## src/hw/rtl/pls_pkg.sv

```systemverilog
// Shared types and constants for the positional list store.
package pls_pkg;

  // Default store depth and fixed field widths
  localparam int DEPTH_DEF = 16;
  localparam int REQ_W     = 2;
  localparam int POS_W     = 5;
  localparam int VAL_W     = 32;
  localparam int STAT_W    = 2;
  localparam int CNT_OUT_W = 5;

  // Request codes
  typedef enum logic [REQ_W-1:0] {
    REQ_INSERT  = 2'd0,
    REQ_DELETE  = 2'd1,
    REQ_MODIFY  = 2'd2,
    REQ_REVERSE = 2'd3
  } req_t;

  // Result status codes
  typedef enum logic [STAT_W-1:0] {
    ST_OK     = 2'd0,
    ST_BADPOS = 2'd1,
    ST_FULL   = 2'd2,
    ST_EMPTY  = 2'd3
  } status_t;

  // Per-cycle command broadcast to every cell
  typedef struct packed {
    logic ins;  // open a slot at idx, shift cells above it up
    logic del;  // close the slot at idx, shift cells above it down
    logic wr;   // overwrite the cell at idx
  } cell_cmd_t;

endpackage

```

## src/hw/rtl/positional_list_store_top.sv

```systemverilog
// Top level of the positional list store: control unit and chain of cells.
//
// Bounded ordered list of up to DEPTH signed 32-bit values. Each request
// (insert, delete, modify, reverse) completes when taken, so a new request
// may be issued every cycle; busy is never raised. The result item (status
// and the entry count after the request) appears on the out_ ports exactly
// one cycle after the request is taken, marked by out_valid for that single
// cycle, and must be captured then since it cannot be held off. Every cell
// shifts, loads or holds in parallel, and reverse only flips a direction
// bit, so no request ever holds the block busy.
module positional_list_store_top #(
  parameter int DEPTH = pls_pkg::DEPTH_DEF
) (
  input  logic                                 clk,
  input  logic                                 rst_n,
  input  logic                                 start,
  output logic                                 busy,
  input  logic [pls_pkg::REQ_W-1:0]            in_req_type,
  input  logic [pls_pkg::POS_W-1:0]            in_position,
  input  logic signed [pls_pkg::VAL_W-1:0]     in_new_value,
  output logic                                 out_valid,
  output logic [pls_pkg::STAT_W-1:0]           out_status,
  output logic [pls_pkg::CNT_OUT_W-1:0]        out_count
);

  localparam int IDX_W = $clog2(DEPTH);

  pls_pkg::cell_cmd_t         cmd;
  logic [IDX_W-1:0]           idx;
  logic                       accept;
  logic [pls_pkg::VAL_W-1:0]  cell_q [DEPTH];

  // Every request completes in the cycle it is taken
  assign busy   = 1'b0;
  assign accept = start & ~busy;

  pls_ctrl #(
    .DEPTH (DEPTH)
  ) u_ctrl (
    .clk        (clk),
    .rst_n      (rst_n),
    .accept     (accept),
    .req_type   (in_req_type),
    .position   (in_position),
    .cmd        (cmd),
    .idx        (idx),
    .out_valid  (out_valid),
    .out_status (out_status),
    .out_count  (out_count)
  );

  // Chain of cells; end cells feed back their own value at the open edge
  for (genvar i = 0; i < DEPTH; i++) begin : g_cell
    logic [pls_pkg::VAL_W-1:0] left_q;
    logic [pls_pkg::VAL_W-1:0] right_q;

    if (i == 0) begin : g_first
      assign left_q = cell_q[i];
    end else begin : g_mid_l
      assign left_q = cell_q[i-1];
    end

    if (i == DEPTH - 1) begin : g_last
      assign right_q = cell_q[i];
    end else begin : g_mid_r
      assign right_q = cell_q[i+1];
    end

    pls_cell #(
      .IDX   (i),
      .IDX_W (IDX_W)
    ) u_cell (
      .clk       (clk),
      .cmd       (cmd),
      .idx       (idx),
      .new_value (in_new_value),
      .left_q    (left_q),
      .right_q   (right_q),
      .q         (cell_q[i])
    );
  end

endmodule

```

## src/hw/rtl/pls_cell.sv

```systemverilog
// One storage cell of the list chain: load, shift from a neighbor, or hold.
module pls_cell #(
  parameter int IDX   = 0,
  parameter int IDX_W = 4
) (
  input  logic                        clk,
  input  pls_pkg::cell_cmd_t          cmd,
  input  logic [IDX_W-1:0]            idx,
  input  logic [pls_pkg::VAL_W-1:0]   new_value,
  input  logic [pls_pkg::VAL_W-1:0]   left_q,
  input  logic [pls_pkg::VAL_W-1:0]   right_q,
  output logic [pls_pkg::VAL_W-1:0]   q
);

  logic [pls_pkg::VAL_W-1:0] data_r;
  logic [pls_pkg::VAL_W-1:0] data_nxt;
  logic                      at_idx;
  logic                      above_idx;

  assign at_idx    = (idx == IDX_W'(IDX));
  assign above_idx = (idx <  IDX_W'(IDX));

  // Pick the next value: shift up, shift down, load, or hold
  always_comb begin
    data_nxt = data_r;
    if (cmd.ins) begin
      if (above_idx) begin
        data_nxt = left_q;
      end else if (at_idx) begin
        data_nxt = new_value;
      end
    end
    if (cmd.del && (above_idx || at_idx)) begin
      data_nxt = right_q;
    end
    if (cmd.wr && at_idx) begin
      data_nxt = new_value;
    end
  end

  always_ff @(posedge clk) begin
    data_r <= data_nxt;
  end

  assign q = data_r;

endmodule

```

## src/hw/rtl/pls_ctrl.sv

```systemverilog
// Request decode, length and direction tracking, and result register.
module pls_ctrl #(
  parameter int DEPTH = pls_pkg::DEPTH_DEF
) (
  input  logic                           clk,
  input  logic                           rst_n,
  input  logic                           accept,
  input  logic [pls_pkg::REQ_W-1:0]      req_type,
  input  logic [pls_pkg::POS_W-1:0]      position,
  output pls_pkg::cell_cmd_t             cmd,
  output logic [$clog2(DEPTH)-1:0]       idx,
  output logic                           out_valid,
  output logic [pls_pkg::STAT_W-1:0]     out_status,
  output logic [pls_pkg::CNT_OUT_W-1:0]  out_count
);

  localparam int IDX_W = $clog2(DEPTH);
  localparam int CNT_W = $clog2(DEPTH + 1);
  localparam int CMP_W = (CNT_W > pls_pkg::POS_W) ? CNT_W : pls_pkg::POS_W;

  logic [CNT_W-1:0]      cnt_r;
  logic [CNT_W-1:0]      cnt_nxt;
  logic                  rev_r;
  logic                  rev_nxt;
  logic                  valid_r;
  pls_pkg::status_t      status_r;
  pls_pkg::status_t      status_nxt;
  pls_pkg::req_t         req;
  logic [CMP_W-1:0]      pos_x;
  logic [CMP_W-1:0]      cnt_x;
  logic [CMP_W-1:0]      idx_x;
  logic                  full;
  logic                  empty;

  assign req   = pls_pkg::req_t'(req_type);
  assign pos_x = CMP_W'(position);
  assign cnt_x = CMP_W'(cnt_r);
  assign full  = (cnt_r == CNT_W'(DEPTH));
  assign empty = (cnt_r == '0);

  // Map the logical position onto the physical cell; a reversed list
  // counts from the top of the occupied cells downward
  always_comb begin
    if (req == pls_pkg::REQ_INSERT) begin
      idx_x = rev_r ? (cnt_x - pos_x) : pos_x;
    end else begin
      idx_x = rev_r ? (cnt_x - pos_x - CMP_W'(1)) : pos_x;
    end
  end

  assign idx = idx_x[IDX_W-1:0];

  // Check the request, issue the cell command, update length and direction
  always_comb begin
    cmd        = '0;
    cnt_nxt    = cnt_r;
    rev_nxt    = rev_r;
    status_nxt = pls_pkg::ST_OK;
    case (req)
      pls_pkg::REQ_INSERT: begin
        if (full) begin
          status_nxt = pls_pkg::ST_FULL;
        end else if (pos_x > cnt_x) begin
          status_nxt = pls_pkg::ST_BADPOS;
        end else begin
          cmd.ins = accept;
          cnt_nxt = CNT_W'(cnt_r + 1'b1);
        end
      end
      pls_pkg::REQ_DELETE: begin
        if (empty) begin
          status_nxt = pls_pkg::ST_EMPTY;
        end else if (pos_x >= cnt_x) begin
          status_nxt = pls_pkg::ST_BADPOS;
        end else begin
          cmd.del = accept;
          cnt_nxt = CNT_W'(cnt_r - 1'b1);
        end
      end
      pls_pkg::REQ_MODIFY: begin
        if (empty) begin
          status_nxt = pls_pkg::ST_EMPTY;
        end else if (pos_x >= cnt_x) begin
          status_nxt = pls_pkg::ST_BADPOS;
        end else begin
          cmd.wr = accept;
        end
      end
      pls_pkg::REQ_REVERSE: begin
        rev_nxt = ~rev_r;
      end
      default: begin
        status_nxt = pls_pkg::ST_OK;
      end
    endcase
  end

  // Commit state and the result item on an accepted request
  always_ff @(posedge clk) begin
    if (!rst_n) begin
      cnt_r   <= '0;
      rev_r   <= 1'b0;
      valid_r <= 1'b0;
    end else begin
      valid_r <= accept;
      if (accept) begin
        cnt_r <= cnt_nxt;
        rev_r <= rev_nxt;
      end
    end
  end

  always_ff @(posedge clk) begin
    if (accept) begin
      status_r <= status_nxt;
    end
  end

  assign out_valid  = valid_r;
  assign out_status = status_r;
  assign out_count  = pls_pkg::CNT_OUT_W'(cnt_r);

endmodule

```

## config.mk

```make
export PLATFORM = sky130hd
export DESIGN_NAME = positional_list_store_top
export DESIGN_NICKNAME = d
export VERILOG_FILES = /design/src/hw/rtl/pls_pkg.sv /design/src/hw/rtl/positional_list_store_top.sv /design/src/hw/rtl/pls_cell.sv /design/src/hw/rtl/pls_ctrl.sv
export SDC_FILE = /design/constraint.sdc
export NUM_CORES = 1
export LEC_CHECK = 0
export BUFFER_PORTS_ARGS = -buffer_cell sky130_fd_sc_hd__buf_2
export CORE_AREA = 3 3 62 58
export DETAILED_ROUTE_END_ITERATION = 8
export DIE_AREA = 0 0 65 61
export HOLD_SLACK_MARGIN = 0.15
export PLACE_DENSITY = 0.56
export RECOVER_POWER = 50
export SETUP_SLACK_MARGIN = 0.15
export SLEW_MARGIN = 20
export SYNTH_ARGS = -nofsm -noshare
export SYNTH_HDL_FRONTEND = slang
export SYNTH_SLANG_ARGS = --single-unit
```

## constraint.sdc

```tcl
create_clock -name clk -period 2.3 [get_ports clk]
set_clock_uncertainty 0.1 [all_clocks]
set_input_delay 0.345 -clock clk [delete_from_list [all_inputs] [get_ports clk]]
set_output_delay 0.345 -clock clk [all_outputs]
set_load 0.1 [all_outputs]
```

* Word-level counts from Yosys, hierarchy flattened
Index checks and enable logic that the tools add are counted.
Storage, ports and cells: register bits after elaboration 8, bits of input ports 42, output and inout port bits 9, logic and storage cells 29
Cells by class: add/subtract/negate cells 2, order comparisons 2, eq/ne operators 7, multiplexer cells 10, reductions and logical operators 5
Operators by type and width (count):
- $mux W5 | 4
- $pmux W5 S2 | 1
- $ne A2 B2 Y1 const B | 4
- $reduce_and A6 Y1 | 1
- $add A5 B1 Y5 const B | 1
- $eq A5 B5 Y1 const B | 1
- $ge A5 B5 Y1 | 1
- $gt A5 B5 Y1 | 1
- $logic_not A5 Y1 | 1
- $sub A5 B1 Y5 const B | 1
- $mux W2 | 2
- $pmux W2 S2 | 1
- $eq A2 B1 Y1 const B | 1
- $eq A2 B2 Y1 const B | 1
- $logic_not A2 Y1 | 1
- $mux W1 | 2
- $reduce_bool A2 Y1 | 1
- $reduce_or A2 Y1 | 1

* Depth between registers and ports, before layout
depth after elaboration 4, depth in mapped cells 9, gate-level depth less buffers 9

* Hierarchy
From an unflattened synthesis, not the netlist that was laid out.
Unflattened totals: cell total of the unflattened synthesis 123, area, all modules 1038.5 um2
Modules (own cells, without submodules):
- pls_ctrl | instances 1, cells each 121, area each 1027.2 um2, seq. area each 200.2 um2
- positional_list_store_top | instances 1, cells each 2, area each 11.3 um2, seq. area each 0.0 um2

* Worst setup path after synthesis
OpenSTA, ideal clock, no wires.
kind register to register, start point reg u_ctrl.cnt_r[4] (netlist: u_ctrl.out_count[4]), end point reg u_ctrl.status_r[0] (netlist: u_ctrl.out_status[0]) (data pin), setup time 0.260 ns, arrival 2.367 ns, data required time 1.940 ns, slack -0.427 ns, stages on the path, launching flop included 8, buffers on the path 0, period minus slack after synthesis 2.727 ns, cell sequence dfxtp_1 inv_1 ha_1 a21oi_1 o21ai_1 nor3_1 nand2b_1 a21oi_1
On the way: longest elaborated chain between the ends 4, elaborated cells between the ends (all ways) 9, those cells by class order compare: 2; eq/ne: 1; mux: 5; reduce/logical: 1
Ends and longest elaborated chain:
- from (decl) | RTL line pls_ctrl.sv:21 | logic [CNT_W-1:0] cnt_r;
- from (signal assigned) | RTL line pls_ctrl.sv:107 | cnt_r <= cnt_nxt;
- $ge A5 B5 Y1 / $gt A5 B5 Y1 (equally long branches) | RTL line pls_ctrl.sv:73, pls_ctrl.sv:83, pls_ctrl.sv:63
- $mux W1 (on tied branches) | RTL line pls_ctrl.sv:73, pls_ctrl.sv:83, pls_ctrl.sv:63
- $mux W2 (on tied branches) | RTL line pls_ctrl.sv:81, pls_ctrl.sv:61
- $pmux W2 S2 * | RTL line pls_ctrl.sv:59 | case (req)
- named net u_ctrl.status_nxt[0] | RTL line pls_ctrl.sv:27 | pls_pkg::status_t status_nxt;
- to (signal assigned) | RTL line pls_ctrl.sv:115 | status_r <= status_nxt;
- to (decl) | RTL line pls_ctrl.sv:26 | pls_pkg::status_t status_r;
The timed path passes the listed nets; every way through them passes the cells marked *. A chain may end at the register's enable or synchronous reset.

* Worst setup path after layout
start point reg u_ctrl.cnt_r[4] (netlist: u_ctrl.out_count[4]), end point reg u_ctrl.cnt_r[4] (netlist: u_ctrl.out_count[4])
On the way: longest elaborated chain between the ends 4, elaborated cells between the ends (all ways) 16, those cells by class add/sub: 2; order compare: 2; eq/ne: 5; mux: 5; reduce/logical: 2
Ends and longest elaborated chain (RTL line):
- $sub A5 B1 Y5 / $add A5 B1 Y5 (equally long branches) | pls_ctrl.sv:77, pls_ctrl.sv:67
- $mux W5 (on tied branches) | pls_ctrl.sv:73, pls_ctrl.sv:63
- $mux W5 (on tied branches) | pls_ctrl.sv:71, pls_ctrl.sv:61
- $pmux W5 S2 | pls_ctrl.sv:59
Parallel ways exist; a longest one is shown, timed or not. The select of a mux whose other input is x is not followed.

==> results.md <==
* Status: finished clean
* Starting Density at 24.58%
* Reg clk slew, reported paths at 0.06 ns
* Worst setup path end: u_ctrl.out_count[4]
* Min Tclk post-route at 1.997 ns
* Chip width at 65 µm
* Routed wire length per instance at 11.08 µm
* I/O Buffers at 17
* WL final at 1662 µm
* Remaining antenna violation count at 0
* TritonCTS buffer count at 3
* Worst Hold Class: input pin to flip-flop
* Setup violators final at 0
* CTS tree: built
* Vias per inst at 4.460
* Vias in the first global route at 696
* DRC viols at 0
* First-pass GRT wire length at 2939 µm
* Max_cap viols at 0
* Syn nets at 140
* Area leader, netlist: ha_1
* GRT Total Usage at 9.610%
* Nets at 163
* Clock root cell: clkbuf_4
* Post-synthesis sequential area ratio at 24.28%
* R2R setup slack at 0.30 ns
* Setup ws final at 0.3031 ns
* Post-synth top flop: dfxtp_1
* Area Growth Syn to Fin at 25.63%
* Final Hold Vio Count at 0
* Synth Instances at 86
* Final antenna diode count at 0
* Congestion Overflow GR at 0
* Cell Pwr Density at 515.2 nW/µm²
* EDFF count, synth at 2
* CP endpoint kind: flip-flop
* Fraction of registers with async set/reset at 0%
* Crit-path max FO at 8
* Core ar. at 3019 µm²
* Via Count at 669
* Pre-antenna DRT Iters at 4
* Post-Place Cells at 146
* Mapped Avg Cell Area at 8.627 µm²
* Register area at 196.4 µm²
* HPWL Detailed at 1339 µm
* Yosys cell types at 37
* Worst r2r path cells at 7
* Worst r2r dst: u_ctrl.out_count[4]
* Initial antenna violation count at 0
* CP required at 2.34 ns
* DRT iter0 DRCs at 13
* Lkg Pwr at 0.0004059 µW
* Synthesis-stage register bit count at 8
* Fill cells at 347
* Pre-CTS setup slack at 0.1345 ns
* CP Launch Point: u_ctrl.out_count[4]
* CP arrival at 2.04 ns
* Max-slew violations at 0
* Slew headroom at 22.52%
* Slew @ Worst Pin at 1.167 ns
* Max frequency at 500.8 MHz
* Post-Syn Area at 742.0 µm²
* Worst r2r src: u_ctrl.out_count[4]
* Clk buf depth at 2
* Multi-input gate area at 521.8 µm²
* Largest net degree at the start of global routing at 15
* RSZ-0062 raised after global routing: true
* CP Launch Type: flip-flop
* Clock Latency Late Sink at 0.26 ns
* Yosys top cell area share at 18.55%
* Num Clock Sinks at 8
* IO Count at 51
* Num rows at 19
* Die Y-Extent at 61 µm
* Total negative slack at 0 ns
* Die area at 3965 µm²
* Ys Warns at 0
* Power, Total at 480.2 µW
* Non-Filler Instances at 150
* Post-CTS setup buffers at 0
* RD Place Congestion at 0.7517
* Critical path type: flip-flop to flip-flop
* Share of layout cells above drive strength 1 at 23.15%
* Top post-synthesis cells by area: ha_1, dfxtp_1, edfxtp_1
* Htree depth at 1
* Period Utilization, post-route at 86.82%
* VDD IR max at 0.2682 mV
## synth_stat cells (4+ instances only)
cell type / n
inv_1: 9
nand2_1: 11
dfxtp_1: 6
mux2i_1: 4
ha_1: 11
a21oi_1: 5
## report_power, final
group | internal (µW) | switching, µW | total, µW
Sequential | 153 | 9.19 | 163
Clock | 66.7 | 52.8 | 119
Combinational | 56.4 | 142 | 198
Total | 276 | 204 | 480
## metrics by stage
stage	area [µm²]	util [%]	hold slack, ns
after global placement	907.1	30.05	0.3915
final	932.1	30.87	0.3109
after CTS	933.4	30.92	0.2421
after global routing	932.1	30.87	0.3010
after detailed placement	907.1	30.05	0.3945
after floorplan	758.2	-	0.3575
## worst min path at each step
stage	start	to	slack (ns)	cells past startpoint
3_3_place_gp	u_ctrl.out_count[2]	u_ctrl.out_count[2]	0.39	2
5_1_grt	start	u_ctrl.out_status[1]	0.30	1
3_5_place_dp	u_ctrl.out_count[2]	u_ctrl.out_count[2]	0.39	2
4_1_cts	start	u_ctrl.out_status[1]	0.24	1
2_1_floorplan	start	u_ctrl.out_status[0]	0.36	0
6_report	start	u_ctrl.out_status[1]	0.31	1
## final cells by class
class / count / share of cell area, %
clock buffer: 4 / 2.819
inverter: 10 / 4.027
multi-input combinational: 66 / 55.97
sequential: 8 / 21.07
tap: 42 / 5.638
timing repair buffer: 20 / 10.47
## metal layers
layer	track usage (%)	vias to the layer above	part of all wire, %
li1	-	347	-
met1	11.54	304	49
met2	16.91	16	45
met3	3.333	2	5.1
met4	1.807	0	0.42
met5	0	-	0
## registers in the layout (all words and copies together), names as in the netlist
name and count:
u_ctrl.out_status 2, u_ctrl.out_count 5, u_ctrl.out_valid 1
## cells by family (layout without fill, tap and decap cells)
family / Yosys count / in the layout / synth area share [%]
AND/OR/NAND/NOR: 30 / 30 / 21.42
adder cells (fa/ha/maj): 12 / 12 / 21.25
buffers and inverters: 12 / 34 / 6.576
multiplexers: 4 / 4 / 5.397
AO/OA/AOI/OAI: 17 / 17 / 18.21
XOR/XNOR: 2 / 2 / 2.361
other: 1 / 1 / 0.5054
flip-flops: 8 / 8 / 24.28
## worst max-delay path, stage by stage, from the launching register on
cell,delay (ns)
dfxtp_4,0.39
inv_1,0.08
ha_1,0.31
nand4_1,0.14
or2_1,0.28
a31oi_4,0.27
o2111a_1,0.23
nand3_1,0.07
## cell usage in the layout, fill, tap and decap left out, types with 2 or more instances in the layout
cell      Yosys  layout
nand4_1       2       2
dfxtp_4       0       4
and3_1        2       2
buf_2         0       9
mux2i_1       4       4
clkbuf_1      1       9
clkbuf_4      0       3
edfxtp_1      2       2
ha_1         11      11
nand2b_1      2       2
nand2_1      11      11
o21ai_0       2       2
a21oi_1       5       5
nor2b_1       2       2
buf_4         1       3
xnor2_1       2       2
inv_1         9       9
nand3_1       2       2
nor2_1        2       2
## what timing repair did
action | CTS | global route
hold buffers | 0 | 0
endpoints found under the setup margin | 0 | 5
gates resized for setup | 0 | 1
(Power assumes the default switching activity.)
